## src/hdl/calc_pkg.sv

```systemverilog
// ----------------------------------------------------------------------------
// calc_pkg
// Types and constants for the two-operand integer calculator.
// ----------------------------------------------------------------------------
package calc_pkg;

    localparam int LINE_CHARS = 32;
    localparam int WORD_BITS  = 16;

    localparam int CH_W     = 8;
    localparam int STATUS_W = 2;
    localparam int VALUE_W  = 16;
    localparam int M_DATA_W = ((STATUS_W + VALUE_W + 7) / 8) * 8;
    localparam int CNT_W    = $clog2(WORD_BITS);
    localparam int TAKEN_W  = $clog2(LINE_CHARS + 1);

    localparam logic [CH_W-1:0] CH_NUL   = 8'd0;
    localparam logic [CH_W-1:0] CH_TAB   = 8'd9;
    localparam logic [CH_W-1:0] CH_LF    = 8'd10;
    localparam logic [CH_W-1:0] CH_CR    = 8'd13;
    localparam logic [CH_W-1:0] CH_SPACE = 8'd32;
    localparam logic [CH_W-1:0] CH_STAR  = 8'd42;
    localparam logic [CH_W-1:0] CH_PLUS  = 8'd43;
    localparam logic [CH_W-1:0] CH_MINUS = 8'd45;
    localparam logic [CH_W-1:0] CH_SLASH = 8'd47;
    localparam logic [CH_W-1:0] CH_ZERO  = 8'd48;
    localparam logic [CH_W-1:0] CH_NINE  = 8'd57;
    localparam logic [CH_W-1:0] CH_UQ    = 8'd81;
    localparam logic [CH_W-1:0] CH_LQ    = 8'd113;

    typedef enum logic [1:0] {
        ST_OK   = 2'd0,
        ST_ERR  = 2'd1,
        ST_DIVZ = 2'd2,
        ST_QUIT = 2'd3
    } status_t;

    typedef enum logic [1:0] {
        OP_ADD = 2'd0,
        OP_SUB = 2'd1,
        OP_MUL = 2'd2,
        OP_DIV = 2'd3
    } op_t;

    typedef enum logic [7:0] {
        PH_START   = 8'b0000_0001,
        PH_QSEEN   = 8'b0000_0010,
        PH_LEFT    = 8'b0000_0100,
        PH_LEFTSP  = 8'b0000_1000,
        PH_OPSEEN  = 8'b0001_0000,
        PH_RIGHT   = 8'b0010_0000,
        PH_RIGHTSP = 8'b0100_0000,
        PH_ERROR   = 8'b1000_0000
    } phase_t;

    typedef enum logic [2:0] {
        CTL_IDLE = 3'b001,
        CTL_MUL  = 3'b010,
        CTL_DIV  = 3'b100
    } ctl_t;

endpackage

```

## src/hdl/infix_two_operand_calculator_core.sv

```systemverilog
// ----------------------------------------------------------------------------
// infix_two_operand_calculator_core
// Parses "A op B" one character per request and returns status and value
// on each line end. Multiply and divide run bit-serially on a shared datapath.
// ----------------------------------------------------------------------------
// A character is parsed in the cycle it is taken; a line end shows its result
//   in the next cycle for + and -, errors and quit, and once the bit-serial
//   loop ends for * and / (one bit per cycle, shift-add or restoring divide).
// Throughput: one character per cycle when nothing holds the input; a * or /
//   line end holds it until its result is made; it also waits on a held result.
// Reset: aresetn synchronous, active low; parser returns to line start.
// ----------------------------------------------------------------------------
module infix_two_operand_calculator_core
    import calc_pkg::*;
(
    input  logic                aclk,
    input  logic                aresetn,
    input  logic                s_tvalid,
    output logic                s_tready,
    input  logic [CH_W-1:0]     s_tdata,   // [7:0] ch
    output logic                m_tvalid,
    input  logic                m_tready,
    output logic [M_DATA_W-1:0] m_tdata    // [1:0] status, [17:2] value, rest 0
);

    phase_t                 phase_reg, phase_next;
    ctl_t                   ctl_reg, ctl_next;
    op_t                    op_reg, op_next;
    logic [WORD_BITS-1:0]   left_reg, left_next;
    logic [WORD_BITS-1:0]   right_reg, right_next;
    logic [WORD_BITS-1:0]   acc_reg, acc_next;
    logic [CNT_W-1:0]       cnt_reg, cnt_next;
    logic [TAKEN_W-1:0]     taken_reg, taken_next;
    logic                   m_valid_reg, m_valid_next;
    status_t                m_status_reg, m_status_next;
    logic [VALUE_W-1:0]     m_value_reg, m_value_next;

    logic                   s_take, out_free, line_end, is_blank, is_digit, is_op;
    op_t                    ch_op;
    logic [WORD_BITS-1:0]   ch_digit, left_acc, right_acc;
    logic [WORD_BITS:0]     div_shift, div_diff;
    logic                   div_ge, last_step;

    assign out_free = !m_valid_reg || m_tready;
    assign s_tready = (ctl_reg == CTL_IDLE) && out_free;
    assign s_take   = s_tvalid && s_tready;
    assign m_tvalid = m_valid_reg;
    assign m_tdata  = {{(M_DATA_W-STATUS_W-VALUE_W){1'b0}}, m_value_reg, m_status_reg};

    assign line_end = (s_tdata == CH_CR) || (s_tdata == CH_LF) || (s_tdata == CH_NUL);
    assign is_blank = (s_tdata == CH_SPACE) || (s_tdata == CH_TAB);
    assign is_digit = (s_tdata >= CH_ZERO) && (s_tdata <= CH_NINE);
    assign ch_digit = WORD_BITS'(s_tdata[3:0]);

    always_comb begin
        is_op = 1'b1;
        ch_op = OP_ADD;
        unique case (s_tdata)
            CH_PLUS:  ch_op = OP_ADD;
            CH_MINUS: ch_op = OP_SUB;
            CH_STAR:  ch_op = OP_MUL;
            CH_SLASH: ch_op = OP_DIV;
            default:  is_op = 1'b0;
        endcase
    end

    // acc * 10 + digit
    assign left_acc  = {left_reg[WORD_BITS-4:0], 3'b000} + {left_reg[WORD_BITS-2:0], 1'b0}
                     + ch_digit;
    assign right_acc = {right_reg[WORD_BITS-4:0], 3'b000} + {right_reg[WORD_BITS-2:0], 1'b0}
                     + ch_digit;

    // restoring divide step: remainder in acc_reg, quotient shifts through left_reg
    assign div_shift = {acc_reg, left_reg[WORD_BITS-1]};
    assign div_diff  = div_shift - {1'b0, right_reg};
    assign div_ge    = div_shift >= {1'b0, right_reg};
    assign last_step = cnt_reg == CNT_W'(WORD_BITS - 1);

    always_comb begin
        phase_next    = phase_reg;
        ctl_next      = ctl_reg;
        op_next       = op_reg;
        left_next     = left_reg;
        right_next    = right_reg;
        acc_next      = acc_reg;
        cnt_next      = cnt_reg;
        taken_next    = taken_reg;
        m_valid_next  = m_valid_reg && !m_tready;
        m_status_next = m_status_reg;
        m_value_next  = m_value_reg;

        unique case (ctl_reg)
            CTL_IDLE: begin
                if (s_take && line_end) begin
                    phase_next    = PH_START;
                    taken_next    = '0;
                    cnt_next      = '0;
                    acc_next      = '0;
                    m_valid_next  = 1'b1;
                    m_value_next  = '0;
                    m_status_next = ST_ERR;
                    if (phase_reg == PH_QSEEN) begin
                        m_status_next = ST_QUIT;
                    end else if (phase_reg == PH_RIGHT || phase_reg == PH_RIGHTSP) begin
                        unique case (op_reg)
                            OP_ADD: begin
                                m_status_next = ST_OK;
                                m_value_next  = VALUE_W'(left_reg + right_reg);
                            end
                            OP_SUB: begin
                                if (right_reg <= left_reg) begin
                                    m_status_next = ST_OK;
                                    m_value_next  = VALUE_W'(left_reg - right_reg);
                                end
                            end
                            OP_MUL: begin
                                m_valid_next = 1'b0;
                                ctl_next     = CTL_MUL;
                            end
                            OP_DIV: begin
                                if (right_reg == '0) begin
                                    m_status_next = ST_DIVZ;
                                end else begin
                                    m_valid_next = 1'b0;
                                    ctl_next     = CTL_DIV;
                                end
                            end
                        endcase
                    end
                end else if (s_take && (taken_reg < TAKEN_W'(LINE_CHARS))) begin
                    taken_next = taken_reg + 1'b1;
                    unique case (phase_reg)
                        PH_START: begin
                            priority if (is_blank) begin
                            end else if (s_tdata == CH_UQ || s_tdata == CH_LQ) begin
                                phase_next = PH_QSEEN;
                            end else if (is_digit) begin
                                left_next  = ch_digit;
                                phase_next = PH_LEFT;
                            end else begin
                                phase_next = PH_ERROR;
                            end
                        end
                        PH_QSEEN: begin
                            if (!is_blank) phase_next = PH_ERROR;
                        end
                        PH_LEFT: begin
                            priority if (is_digit) begin
                                left_next = left_acc;
                            end else if (is_blank) begin
                                phase_next = PH_LEFTSP;
                            end else if (is_op) begin
                                op_next    = ch_op;
                                phase_next = PH_OPSEEN;
                            end else begin
                                phase_next = PH_ERROR;
                            end
                        end
                        PH_LEFTSP: begin
                            priority if (is_blank) begin
                            end else if (is_op) begin
                                op_next    = ch_op;
                                phase_next = PH_OPSEEN;
                            end else begin
                                phase_next = PH_ERROR;
                            end
                        end
                        PH_OPSEEN: begin
                            priority if (is_blank) begin
                            end else if (is_digit) begin
                                right_next = ch_digit;
                                phase_next = PH_RIGHT;
                            end else begin
                                phase_next = PH_ERROR;
                            end
                        end
                        PH_RIGHT: begin
                            priority if (is_digit) begin
                                right_next = right_acc;
                            end else if (is_blank) begin
                                phase_next = PH_RIGHTSP;
                            end else begin
                                phase_next = PH_ERROR;
                            end
                        end
                        PH_RIGHTSP: begin
                            if (!is_blank) phase_next = PH_ERROR;
                        end
                        PH_ERROR: begin
                        end
                    endcase
                end
            end
            CTL_MUL: begin
                if (right_reg[0]) acc_next = acc_reg + left_reg;
                left_next  = {left_reg[WORD_BITS-2:0], 1'b0};
                right_next = {1'b0, right_reg[WORD_BITS-1:1]};
                cnt_next   = cnt_reg + 1'b1;
                if (last_step) begin
                    ctl_next      = CTL_IDLE;
                    m_valid_next  = 1'b1;
                    m_status_next = ST_OK;
                    m_value_next  = VALUE_W'(right_reg[0] ? acc_reg + left_reg : acc_reg);
                end
            end
            CTL_DIV: begin
                acc_next  = div_ge ? div_diff[WORD_BITS-1:0] : div_shift[WORD_BITS-1:0];
                left_next = {left_reg[WORD_BITS-2:0], div_ge};
                cnt_next  = cnt_reg + 1'b1;
                if (last_step) begin
                    ctl_next      = CTL_IDLE;
                    m_valid_next  = 1'b1;
                    m_status_next = ST_OK;
                    m_value_next  = VALUE_W'({left_reg[WORD_BITS-2:0], div_ge});
                end
            end
            default: begin
                ctl_next = CTL_IDLE;
            end
        endcase
    end

    always_ff @(posedge aclk) begin
        if (!aresetn) begin
            phase_reg   <= PH_START;
            ctl_reg     <= CTL_IDLE;
            op_reg      <= OP_ADD;
            taken_reg   <= '0;
            cnt_reg     <= '0;
            m_valid_reg <= 1'b0;
        end else begin
            phase_reg   <= phase_next;
            ctl_reg     <= ctl_next;
            op_reg      <= op_next;
            taken_reg   <= taken_next;
            cnt_reg     <= cnt_next;
            m_valid_reg <= m_valid_next;
        end
    end

    always_ff @(posedge aclk) begin
        left_reg     <= left_next;
        right_reg    <= right_next;
        acc_reg      <= acc_next;
        m_status_reg <= m_status_next;
        m_value_reg  <= m_value_next;
    end

`ifndef SYNTHESIS
    a_busy_no_result: assert property (@(posedge aclk) disable iff (!aresetn)
        (ctl_reg != CTL_IDLE) |-> !m_valid_reg)
        else $error("result pending while iterating");

    a_fail_zero_value: assert property (@(posedge aclk) disable iff (!aresetn)
        (m_valid_reg && (m_status_reg != ST_OK)) |-> (m_value_reg == '0))
        else $error("non-zero value with failing status");

    a_quick_result: assert property (@(posedge aclk) disable iff (!aresetn)
        (s_take && line_end && phase_reg != PH_RIGHT && phase_reg != PH_RIGHTSP)
        |=> m_valid_reg)
        else $error("line end without prompt result");

    a_taken_bound: assert property (@(posedge aclk) disable iff (!aresetn)
        taken_reg <= TAKEN_W'(LINE_CHARS))
        else $error("character count past line length");
`endif

endmodule

```

## config.mk

```make
export PLATFORM = sky130hd
export DESIGN_NAME = infix_two_operand_calculator_core
export DESIGN_NICKNAME = d
export VERILOG_FILES = /design/src/hdl/calc_pkg.sv /design/src/hdl/infix_two_operand_calculator_core.sv
export SDC_FILE = /design/constraint.sdc
export NUM_CORES = 1
export LEC_CHECK = 0
export BUFFER_PORTS_ARGS = -buffer_cell sky130_fd_sc_hd__buf_2
export CAP_MARGIN = 40
export CORE_MARGIN = 8
export CORE_UTILIZATION = 50
export CTS_BUF_LIST = sky130_fd_sc_hd__clkbuf_8
export CTS_CLUSTER_SIZE = 28
export DETAILED_ROUTE_END_ITERATION = 16
export PLACE_DENSITY = 0.69
export SETUP_SLACK_MARGIN = 0.02
export SLEW_MARGIN = 20
export SYNTH_ARGS = -nofsm -noshare
export SYNTH_HDL_FRONTEND = slang
export SYNTH_SLANG_ARGS = --single-unit
```

## constraint.sdc

```tcl
create_clock -name aclk -period 3.27 [get_ports aclk]
set_input_delay 0.654 -clock aclk [delete_from_list [all_inputs] [get_ports aclk]]
set_output_delay 0.654 -clock aclk [all_outputs]
set_load 0.02 [all_outputs]
```

Word-level counts from Yosys, hierarchy flattened --
Index checks and enable logic that the tools add are counted.
Storage, ports and cells: register bits after elaboration 90, word-level logic and storage cells 186
Operators by class: add/sub/neg operators 10, $lt $le $gt $ge 5, equality and inequality tests 50, mux-type cells 73, bitwise gates (word level) 1, reductions and logical operators 36
Operators by type and width (number):
- $mux W16 | 19
- $pmux W16 S3 | 3
- $pmux W16 S2 | 4
- $mux W8 | 14
- $add A16 B16 Y16 | 4
- $eq A8 B6 Y1 const B | 6
- $pmux W8 S6 | 1
- $ne A3 B3 Y1 const B | 13
- $add A16 B4 Y16 | 2
- $eq A8 B4 Y1 const B | 4
- $sub A16 B16 Y16 | 2
- $eq A8 B7 Y1 const B | 3
- $ge A17 B16 Y1 | 1
- $le A16 B16 Y1 | 1
- $logic_not A16 Y1 | 1
- $mux W2 | 8
- $mux W3 | 5
- $mux W6 | 2
- $pmux W2 S3 | 2
- $pmux W3 S2 | 2
- $ne A2 B2 Y1 const B | 5
- $ne A3 B1 Y1 const B | 3
- $reduce_and A9 Y1 | 1
- $eq A8 B1 Y1 const B | 1
- 39 further kinds | 68

Logic depth before layout (Yosys ltp) --
Gate-level depths: netlist of run 1.
word-level depth 9, gate-level depth with buffers 13, mapped depth without buffers 13

Worst setup path after synthesis of run 1 --
No wires, ideal clock.
path kind input port to flip-flop, start point input port s_tdata[3], end point register left_reg[15] (data pin), library setup time 0.264 ns, arrival time 3.032 ns, path slack -0.026 ns, stages 10, buffers on the path 0, cell sequence fa_1 ha_1 a211o_1 o211ai_1 a21oi_1 o41ai_2 o21ai_1 a311oi_1 mux2i_1 o21ai_1
On the way: cells in the longest elaborated chain, start to end 6
RTL lines:
- start, declared | RTL line infix_two_operand_calculator_core.sv:20 | input logic [CH_W-1:0] s_tdata,
- $add A16 B4 Y16 | RTL line infix_two_operand_calculator_core.sv:69 | + ch_digit;
- $mux W16 | RTL line infix_two_operand_calculator_core.sv:148 | priority if (is_digit) begin
- $pmux W16 S2 | RTL line infix_two_operand_calculator_core.sv:132 | unique case (phase_reg)
- $mux W16 | RTL line infix_two_operand_calculator_core.sv:130 | end else if (s_take && (taken_reg < TAKEN_W'(LINE_CHARS))) begin
- $mux W16 | RTL line infix_two_operand_calculator_core.sv:94 | if (s_take && line_end) begin
- $pmux W16 S3 | RTL line infix_two_operand_calculator_core.sv:92 | unique case (ctl_reg)
- net left_next[15] | RTL line infix_two_operand_calculator_core.sv:29 | logic [WORD_BITS-1:0] left_reg, left_next;
- end signal, assigned | RTL line infix_two_operand_calculator_core.sv:242 | left_reg <= left_next;
- end, declared | RTL line infix_two_operand_calculator_core.sv:29
The timed path passes the listed nets, and every way through them passes these cells. The select of a mux whose other input is x is not followed. A chain may end at the register's enable or synchronous reset.

Worst setup path in the final report of run 1 --
start point register left_reg[0], end point register left_reg[15] (data pin)
On the way: cells in the longest elaborated chain, start to end 7
RTL lines:
- $add A16 B16 Y16 | RTL line infix_two_operand_calculator_core.sv:68 | assign left_acc = {left_reg[WORD_BITS-4:0], 3'b000} + {left_reg[WORD_BITS-2:0], 1'b0}
- $add A16 B4 Y16 | RTL line infix_two_operand_calculator_core.sv:69
- $mux W16 | RTL line infix_two_operand_calculator_core.sv:148
- $pmux W16 S2 | RTL line infix_two_operand_calculator_core.sv:132
- $mux W16 | RTL line infix_two_operand_calculator_core.sv:130
- $mux W16 | RTL line infix_two_operand_calculator_core.sv:94
- $pmux W16 S3 | RTL line infix_two_operand_calculator_core.sv:92
- net left_next[15] | RTL line infix_two_operand_calculator_core.sv:29
The timed path passes the listed nets, and every way through them passes these cells. The select of a mux whose other input is x is not followed.

==> results of run 1 <==
==> cell families after synthesis <==
kind of cell	after synthesis	share of synthesized area
AOI/OAI and AO/OA	308	0.229
xor gates and xnor gates	61	0.0588
adders and majority gates	124	0.178
buffers and inverters	84	0.0398
DFF	90	0.271
muxes	21	0.0240
other	1	0.000413
and+or+nand+nor	371	0.199
==> critical path, cell delays in order, from the launching register on <==
cell and delay (ps):
edfxtp_1 410, buf_6 140, fa_1 530, ha_4 220, a211o_1 250, o211ai_1 170, a21oi_2 140, o41ai_4 360
o21ai_2 160, a311oi_2 300, mux2i_1 220, o21ai_1 70
==> layout by cell type, fill, tap and decap left out, types with 24 or more instances in the layout <==
cell      Yosys  final
inv_1        41     39
xnor2_1      34     34
buf_2        10     31
ha_1        116    112
nand2_1     112    112
dfxtp_1      24     24
nor3_1       30     30
a21o_1       24     24
o21ai_0      50     48
xor2_1       27     27
buf_4         7    101
nor2_1       96     96
a21oi_1      72     64
nand3_1      28     27
edfxtp_1     66     66
==> power by group through the flow <==
stage / sequential [W] / combinational [W] / clock (W)
after CTS: 0.00122 / 0.000156 / 0.000906
after floorplan: 0.00125 / 0.000112 / 0
final: 0.00122 / 0.000161 / 0.000889
after global routing: 0.00123 / 0.000178 / 0.000950
after global placement: 0.00125 / 0.000150 / 0
after detailed placement: 0.00125 / 0.000153 / 0
==> final timing paths <==
check	end	start	slack, ps	depth (start not counted)
max reg2reg	left_reg[15]	left_reg[0]	40	11
min	taken_reg[5]	taken_reg[5]	480	2
min reg2reg	taken_reg[5]	taken_reg[5]	480	2
max	left_reg[15]	left_reg[0]	40	11
==> final cells by class <==
class                           count  area, um2  area share
Multi-Input combinational cell    891       6510       0.612
Sequential cell                    90       2460       0.231
Timing Repair Buffer              138        998      0.0938
Tap cell                          229        287      0.0269
Inverter                           41        156      0.0147
Clock buffer                        9        124      0.0116
Clock inverter                      7       95.1     0.00894
Antenna cell                        1       2.50    0.000235
==> layer usage <==
layer	GRT usage	share of wire
met4	0.101	0.029
met2	0.388	0.46
met3	0.0261	0.060
met5	0	0
met1	0.320	0.45
==> repair_timing <==
action / 4_1_cts / 5_1_grt
resized for setup: 13 / 37
pin swaps: 5 / 37
cloned: 0 / 0
endpoints found under the hold margin: 0 / 0
setup endpoints to repair: 18 / 41
hold buffers: 0 / 0
setup buffers: 4 / 6
==> per-stage QoR <==
stage          TNS [ps]  cell area, um2
2_1_floorplan         0            9100
3_3_place_gp      -1640           10100
3_5_place_dp      -2220           10100
4_1_cts               0           10400
5_1_grt            -138           10600
6_report              0           10600
==> reports/qor.yml, run 1 <==
synth_cell_type_count: 86
die-area_um2: 22700
place_congestion: 0.916
dpl.hpwl_um: 21200
ir_drop_mv: 0.216
avgViaCountPerCell: 6.12
clk_latency_ps: 410
combinationalPowerShare: 0.071
syn-instance-count: 1060
layout.nets: 1307
timing.final.crit_period_ps: 3230
p_switching_w: 0.000610
holdWs_ps: 475
syn_area_um2: 9080
fin_util: 0.594
clock_path_buffers: 2
drt_pass1_iterations: 5
p_int_w: 0.00166
clkTransAtPathRegs_ps: 100
final_antenna_net_count: 0
place_ws_ps: -396
dominantRegCellSynth: "edfxtp_1"
yosysSeqAreaShare: 0.271
synth-edff-count: 66
drive_above_1_share: 0.194
relSlewSlack: 0.524
final_cells: 1406
portBuffers: 31
initial_core_util: 0.507
grt_pass1_vias: 8012
yosys.area.top_type: "edfxtp_1"
path_class: "flop to flop"
nFillCells: 1634
ys_top_cells_by_count: "ha_1 (116), nand2_1 (112), nor2_1 (96)"
wl_per_cell_um: 19.4
hold_violations: 0
rsz0062_at_grt: "true"
p_per_area_nw_per_um2: 214
wl_um: 27300
slew_viol_final: 0
grt_max_degree: 35
fin_crit_sh: 0.986
max_freq_mhz: 310
track_usage: 0.240
grt_overflow: 0
seqPwrFrac: 0.538
io_pins: 38
yosysWarnings: 0
hold_class: "flop to flop"
synth.top_cell.area_share: 0.218
cts_root_buffer: "clkbuf_8"
dr_total_vias: 8602
p_leak_nw: 4.66
dp_cells: 1379
synth_area_leaders: "edfxtp_1 (22%), ha_1 (16%), dfxtp_1 (5.3%)"
die_x_um: 151
ys_async_sr_fraction: 0
cp-start-kind: "flop"
outcome: "complete, no violations"
grt_pass1_wl_um: 42700
synth_seq_cells: 90
cts_buffers: 9
maxCapViolations: 0
timing.final.ws_setup_ps: 44.4
clkPwrFrac: 0.391
fin_skew_ps: 14.5
antenna_found_initial: 0
cp-end-kind: "flop"
drtIter0Drc: 632
area_delta_synth_final_pct: 17.2
rows: 49
cts_tree: "yes"
worst_pin_slew_ps: 708
crit_fanout: 3
yosysMostFrequentCell: "ha_1"
p_sw_frac: 0.268
arrival_ps: 3360
h-tree-depth: 3
syn_avg_cell_area_um2: 8.56
die_h_um: 151
crit_required_ps: 3410
finalPower_w: 0.00227
drc: 0
setup_violations: 0
cts.sinks: 90
core_um2: 17900
No activity file was read; power rests on OpenSTA's default activity.
==> run 2, diff against run 1 <==
==> constraint.sdc (replaced) <==
create_clock -name aclk -period 3.27 [get_ports aclk]
set_input_delay 0.654 -clock aclk [delete_from_list [all_inputs] [get_ports aclk]]
set_output_delay 0.654 -clock aclk [all_outputs]
set_load 0.05 [all_outputs]
==> run 2 against run 1 <==
Net effect:
- non-clock buffer count grew 18
- utilization grew 0.41 points
- critical endpoint unchanged
- first-iteration DRC count grew 41%
- combinational power grew 9%
- largest cell class unchanged
==> reports/qor.yml, run 2 (synthesized netlist as in run 1, its figures left out) <==
clock_path_buffers: 2  # unchanged
rsz0062_at_grt: "true"
fin_crit_sh: 0.999  # +0.0123
slew_viol_final: 0  # unchanged
max_freq_mhz: 306  # -1.2%
antenna-diode-count: 0  # -1
p_per_area_nw_per_um2: 208  # -2.5%
path_cells: "fa_2 > ha_4 > a211o_1 > o211ai_1 > a21oi_2 > o41ai_4 > o21ai_2 > nor4_2 > a311oi_2 > mux2i_1 > o21ai_1"
place_congestion: 1.01  # +10%
grt_max_degree: 26  # -26%
p_leak_nw: 4.74  # +1.6%
wl_per_cell_um: 19.6  # +0.89%
arrival_ps: 3410  # +50 ps
crit_fanout: 3  # unchanged
wl_um: 27800  # +2.1%
grt_pass1_vias: 8104  # +1.1%
die_x_um: 151  # unchanged
layout_common_cells: "buf_4 (122), nand2_1 (112), ha_1 (111)"
relSlewSlack: 0.575  # +0.0509
die_h_um: 151  # unchanged
place_ws_ps: -329  # +66.5 ps
slowest_stage: "fa_2"
holdWs_ps: 501  # +26.0 ps
worst_pin_slew_ps: 632  # -75.7 ps
dpl.hpwl_um: 21600  # +2.1%
antenna_found_initial: 0  # unchanged
placed_area_um2: 10300  # +1.5%
die-area_um2: 22700  # unchanged
maxCapViolations: 0  # unchanged
drtIter0Drc: 889  # +41%
cts_tree: "yes"
dr_total_vias: 8748  # +1.7%
cts_root_buffer: "clkbuf_8"
ir_drop_mv: 0.246  # +14%
drive_above_1_share: 0.200  # +0.00629
cts.sinks: 90  # unchanged
crit_required_ps: 3410  # about the same
layout.nets: 1325  # +1.4%
final_antenna_net_count: 0  # unchanged
cts_buffers: 9  # unchanged
grt_overflow: 0  # unchanged
clkTransAtPathRegs_ps: 120  # +20 ps
grt_pass1_wl_um: 43700  # +2.3%
postCtsHoldBufs: 0  # unchanged
clk_latency_ps: 410  # about the same
track_usage: 0.247  # +0.00641
drt_pass1_iterations: 7  # +2
portBuffers: 31  # unchanged
path_class: "flop to flop"
h-tree-depth: 3  # unchanged
hold_violations: 0  # unchanged
fin_skew_ps: 23.7  # +9.22 ps
area_delta_synth_final_pct: 18.0
hold_class: "flop to flop"
io_pins: 38  # unchanged
drc: 0  # unchanged
max_stage_delay_ps: 630  # +100 ps
timing.final.crit_period_ps: 3270  # +40.2 ps
outcome: "complete, no violations"
layout_commonest_cell: "buf_4"
setup_violations: 0  # unchanged
cp-start-kind: "flop"
cp-end-kind: "flop"
fin_area_um2: 10700  # +0.68%
timing.final.ws_setup_ps: 4.16  # -40.2 ps
avgViaCountPerCell: 6.15  # +0.48%
initial_core_util: 0.507  # unchanged
core_um2: 17900  # unchanged
rows: 49  # unchanged
run 2: cell types whose count changed in the layout (fill, tap and decap cells not counted), sizes merged:
| cell | change |
|---|---|
| buf | +18 |
| bufinv | -1 |
| diode | -1 |
| inv | +1 |
run 2: final timing paths:
check | start | endpoint | slack (ps) | cells past startpoint
worst max-delay path | left_reg[2] | left_reg[15] | 4 | 11
worst min-delay path | taken_reg[5] | taken_reg[5] | 500 | 2
worst max register to register | left_reg[2] | left_reg[15] | 4 | 11
worst min register to register | taken_reg[5] | taken_reg[5] | 500 | 2
run 2: cell type report:
| type | count | area (um2) |
|---|---|---|
| flip-flops and latches | 90 | 2460 |
| inverters | 41 | 154 |
| well taps | 229 | 287 |
| multi-input cells | 891 | 6490 |
| clock buffers | 9 | 124 |
| fillers | 1626 | 7190 |
| repair buffers | 156 | 1120 |
| clock inverters | 7 | 76.3 |
run 2: routing by layer:
metal | part of all wire | track usage | routed length, um
met3 | 0.062 | 0.0361 | 1720
met2 | 0.45 | 0.383 | 12500
met1 | 0.45 | 0.329 | 12500
met4 | 0.041 | 0.123 | 1150
met5 | 0 | 0 | 0
run 2: report_power, final:
| group | internal (W) | total [W] | switching, W | leakage (nW) |
|---|---|---|---|---|
| logic | 0.0000723 | 0.000175 | 0.000103 | 3.76 |
| clock network | 0.000308 | 0.000834 | 0.000525 | 0.103 |
| registers | 0.00122 | 0.00122 | 0.00000693 | 0.872 |
| total | 0.00160 | 0.00223 | 0.000635 | 4.74 |
run 2: critical path: cells and delay by family (launching register included):
| family | cells | cell delay (ps) |
|---|---|---|
| flip-flops | 1 | 440 |
| AND/OR/NAND/NOR | 1 | 330 |
| AO/OA/AOI/OAI | 7 | 1230 |
| adder cells (fa/ha/maj) | 2 | 840 |
| multiplexers | 1 | 170 |
run 2: through the flow:
stage / total power (W) / utilization / setup TNS (ps) / instances
2_1_floorplan: 0.00137 / - / 0 / 1065
3_3_place_gp: 0.00141 / 0.572 / -1580 / 1399
3_5_place_dp: 0.00141 / 0.573 / -1870 / 1400
4_1_cts: 0.00224 / 0.587 / 0 / 1417
5_1_grt: 0.00231 / 0.598 / -217 / 1423
6_report: 0.00223 / 0.598 / 0 / 1423
run 2: repair_timing:
action / 4_1_cts / 5_1_grt
endpoints found under the setup margin: 4 / 25
gates resized for setup: 7 / 32
setup buffers: 1 / 6
endpoints found under the hold margin: 0 / 0
pin swaps: 5 / 22
==> run 3, diff against run 2 <==
Settings changed: CTS_BUF_LIST sky130_fd_sc_hd__clkbuf_8 to not set, PLACE_DENSITY 0.69 to 0.67.
Clock period 3.27 ns to 4.1 ns, I/O delays scaled along.
==> run 3 against run 2 <==
Net effect:
- routed wire length down 5.6%
- cell area shrank 7.7%
- combinational power decreased by 28%
- sequential share of layout area increased by 1.9 points
- flip-flop and latch count did not move
- sequential power shrank 20%
- register-to-register slack better by 530 ps
- die area stayed put
- highest routed layer unchanged
- non-clock buffer count shrank 97
- via count is 5.6% lower
- final cell count down 6.8%
==> reports/qor.yml, run 3 (synthesized netlist as in run 1, its figures left out) <==
outcome: "complete, no violations"
crit_fanout: 12  # +9
grt_max_degree: 29  # +12%
io_pins: 38  # unchanged
wl_um: 26300  # -5.6%
die_x_um: 151  # unchanged
cts.sinks: 90  # unchanged
cts_tree: "yes"
layout_commonest_cell: "ha_1"
drc: 0  # unchanged
wl_per_cell_um: 19.8  # +1.3%
track_usage: 0.234  # -0.0122
place_congestion: 0.968  # -4.4%
path_class: "flop to flop"
dr_total_vias: 8256  # -5.6%
avgViaCountPerCell: 6.23  # +1.3%
dpl.hpwl_um: 20500  # -5.2%
core_um2: 17900  # unchanged
antenna_found_initial: 0  # unchanged
maxCapViolations: 0  # unchanged
grt_pass1_wl_um: 41600  # -4.8%
fin_skew_ps: 6.90  # -16.8 ps
worst_pin_slew_ps: 711  # +79.2 ps
rsz0062_at_grt: "false"
place_ws_ps: 227  # +556 ps
arrival_ps: 3650  # +240 ps
h-tree-depth: 3  # unchanged
cp-start-kind: "flop"
cp-end-kind: "flop"
crit_required_ps: 4190  # +780 ps
initial_core_util: 0.507  # unchanged
post-cts-setup-buffer-count: 0  # -1
max_freq_mhz: 281  # -8.4%
p_per_area_nw_per_um2: 199  # -4.6%
layout_common_cells: "ha_1 (116), nand2_1 (112), nor2_1 (96)"
drive_above_1_share: 0.100  # -0.0999
relSlewSlack: 0.521  # -0.0539
drtIter0Drc: 826  # -7.1%
hold_path_depth: 2  # unchanged
antenna-diode-count: 0  # unchanged
grt_pass1_vias: 7769  # -4.1%
layout.nets: 1228  # -7.3%
clk_latency_ps: 360  # -50 ps
rows: 49  # unchanged
fin_crit_sh: 0.869  # -0.130
grt_overflow: 0  # unchanged
die_h_um: 151  # unchanged
tns_ps: 0  # unchanged
timing.final.ws_setup_ps: 537  # +532 ps
clock_path_buffers: 2  # unchanged
nFillCells: 1695  # +4.2%
clkTransAtPathRegs_ps: 80  # -40 ps
hold_violations: 0  # unchanged
dp_cells: 1309  # -6.5%
area_delta_synth_final_pct: 8.92
die-area_um2: 22700  # unchanged
hold_class: "flop to flop"
p_leak_nw: 4.29  # -9.5%
fin_util: 0.552  # -0.0460
portBuffers: 31  # unchanged
cts-resized-gates: 0  # -7
postCtsHoldBufs: 0  # unchanged
final_cells: 1326  # -6.8%
cts_root_buffer: "clkbuf_16"
ir_drop_mv: 0.198  # -20%
slew_viol_final: 0  # unchanged
reg2reg_depth: 11  # unchanged
drt_pass1_iterations: 6  # -1
finalPower_w: 0.00197  # -12%
final_antenna_net_count: 0  # unchanged
timing.final.crit_period_ps: 3560  # +298 ps
cts_buffers: 9  # unchanged
setup_violations: 0  # unchanged
## run 3: cell count changes in the layout (fill, tap and decap cells not counted), moves of 4 or more
cell and delta:
a21oi_1 +4, clkbuf_8 -9, a21oi_2 -4, fa_2 -5, clkbuf_16 +9, ha_1 +5, buf_4 -97, fa_1 +5
## run 3: worst max-delay path, cell delays in order (launching register included)
cell and delay [ps]:
edfxtp_1 510, inv_1 240, ha_1 360, and2_1 210
a221oi_2 370, nand3_1 160, a21oi_2 240, or3b_1 490
o22ai_1 130, nor2_1 110, a21oi_1 50, a221o_1 410
## run 3: metrics by stage
step	hold WS (ps)	area, um2
6_report	473	9890
5_1_grt	520	9890
4_1_cts	481	9870
3_5_place_dp	461	9570
3_3_place_gp	474	9540
2_1_floorplan	437	9100
## run 3: path summary, 6_finish.rpt
check               start              to  slack, ps
max          right_reg[5]  m_value_reg[5]        540
min          taken_reg[5]    taken_reg[5]        470
max reg2reg  right_reg[5]  m_value_reg[5]        540
min reg2reg  taken_reg[5]    taken_reg[5]        470
## run 3: metal layers
metal	vias up	wire, um	global-route usage
li1	4015	-	-
met1	3879	11700	0.309
met4	0	1020	0.105
met5	-	0	0
met2	297	11700	0.369
met3	65	1890	0.0403
## run 3: final cells by class
| cell class | instances | area [um2] | area share |
|---|---|---|---|
| multi-input cells | 891 | 6280 | 0.635 |
| repair buffers | 59 | 405 | 0.0410 |
| well taps | 229 | 287 | 0.0290 |
| flip-flops and latches | 90 | 2460 | 0.249 |
| clock inverters | 7 | 73.8 | 0.00747 |
| inverters | 41 | 154 | 0.0156 |
| clock buffers | 9 | 225 | 0.0228 |
## run 3: report_power, final
part           switching, W  total [W]  internal [W]
Clock              0.000427   0.000863      0.000436
Combinational     0.0000780   0.000126     0.0000476
Sequential       0.00000663   0.000977      0.000971
Total              0.000512    0.00197       0.00145
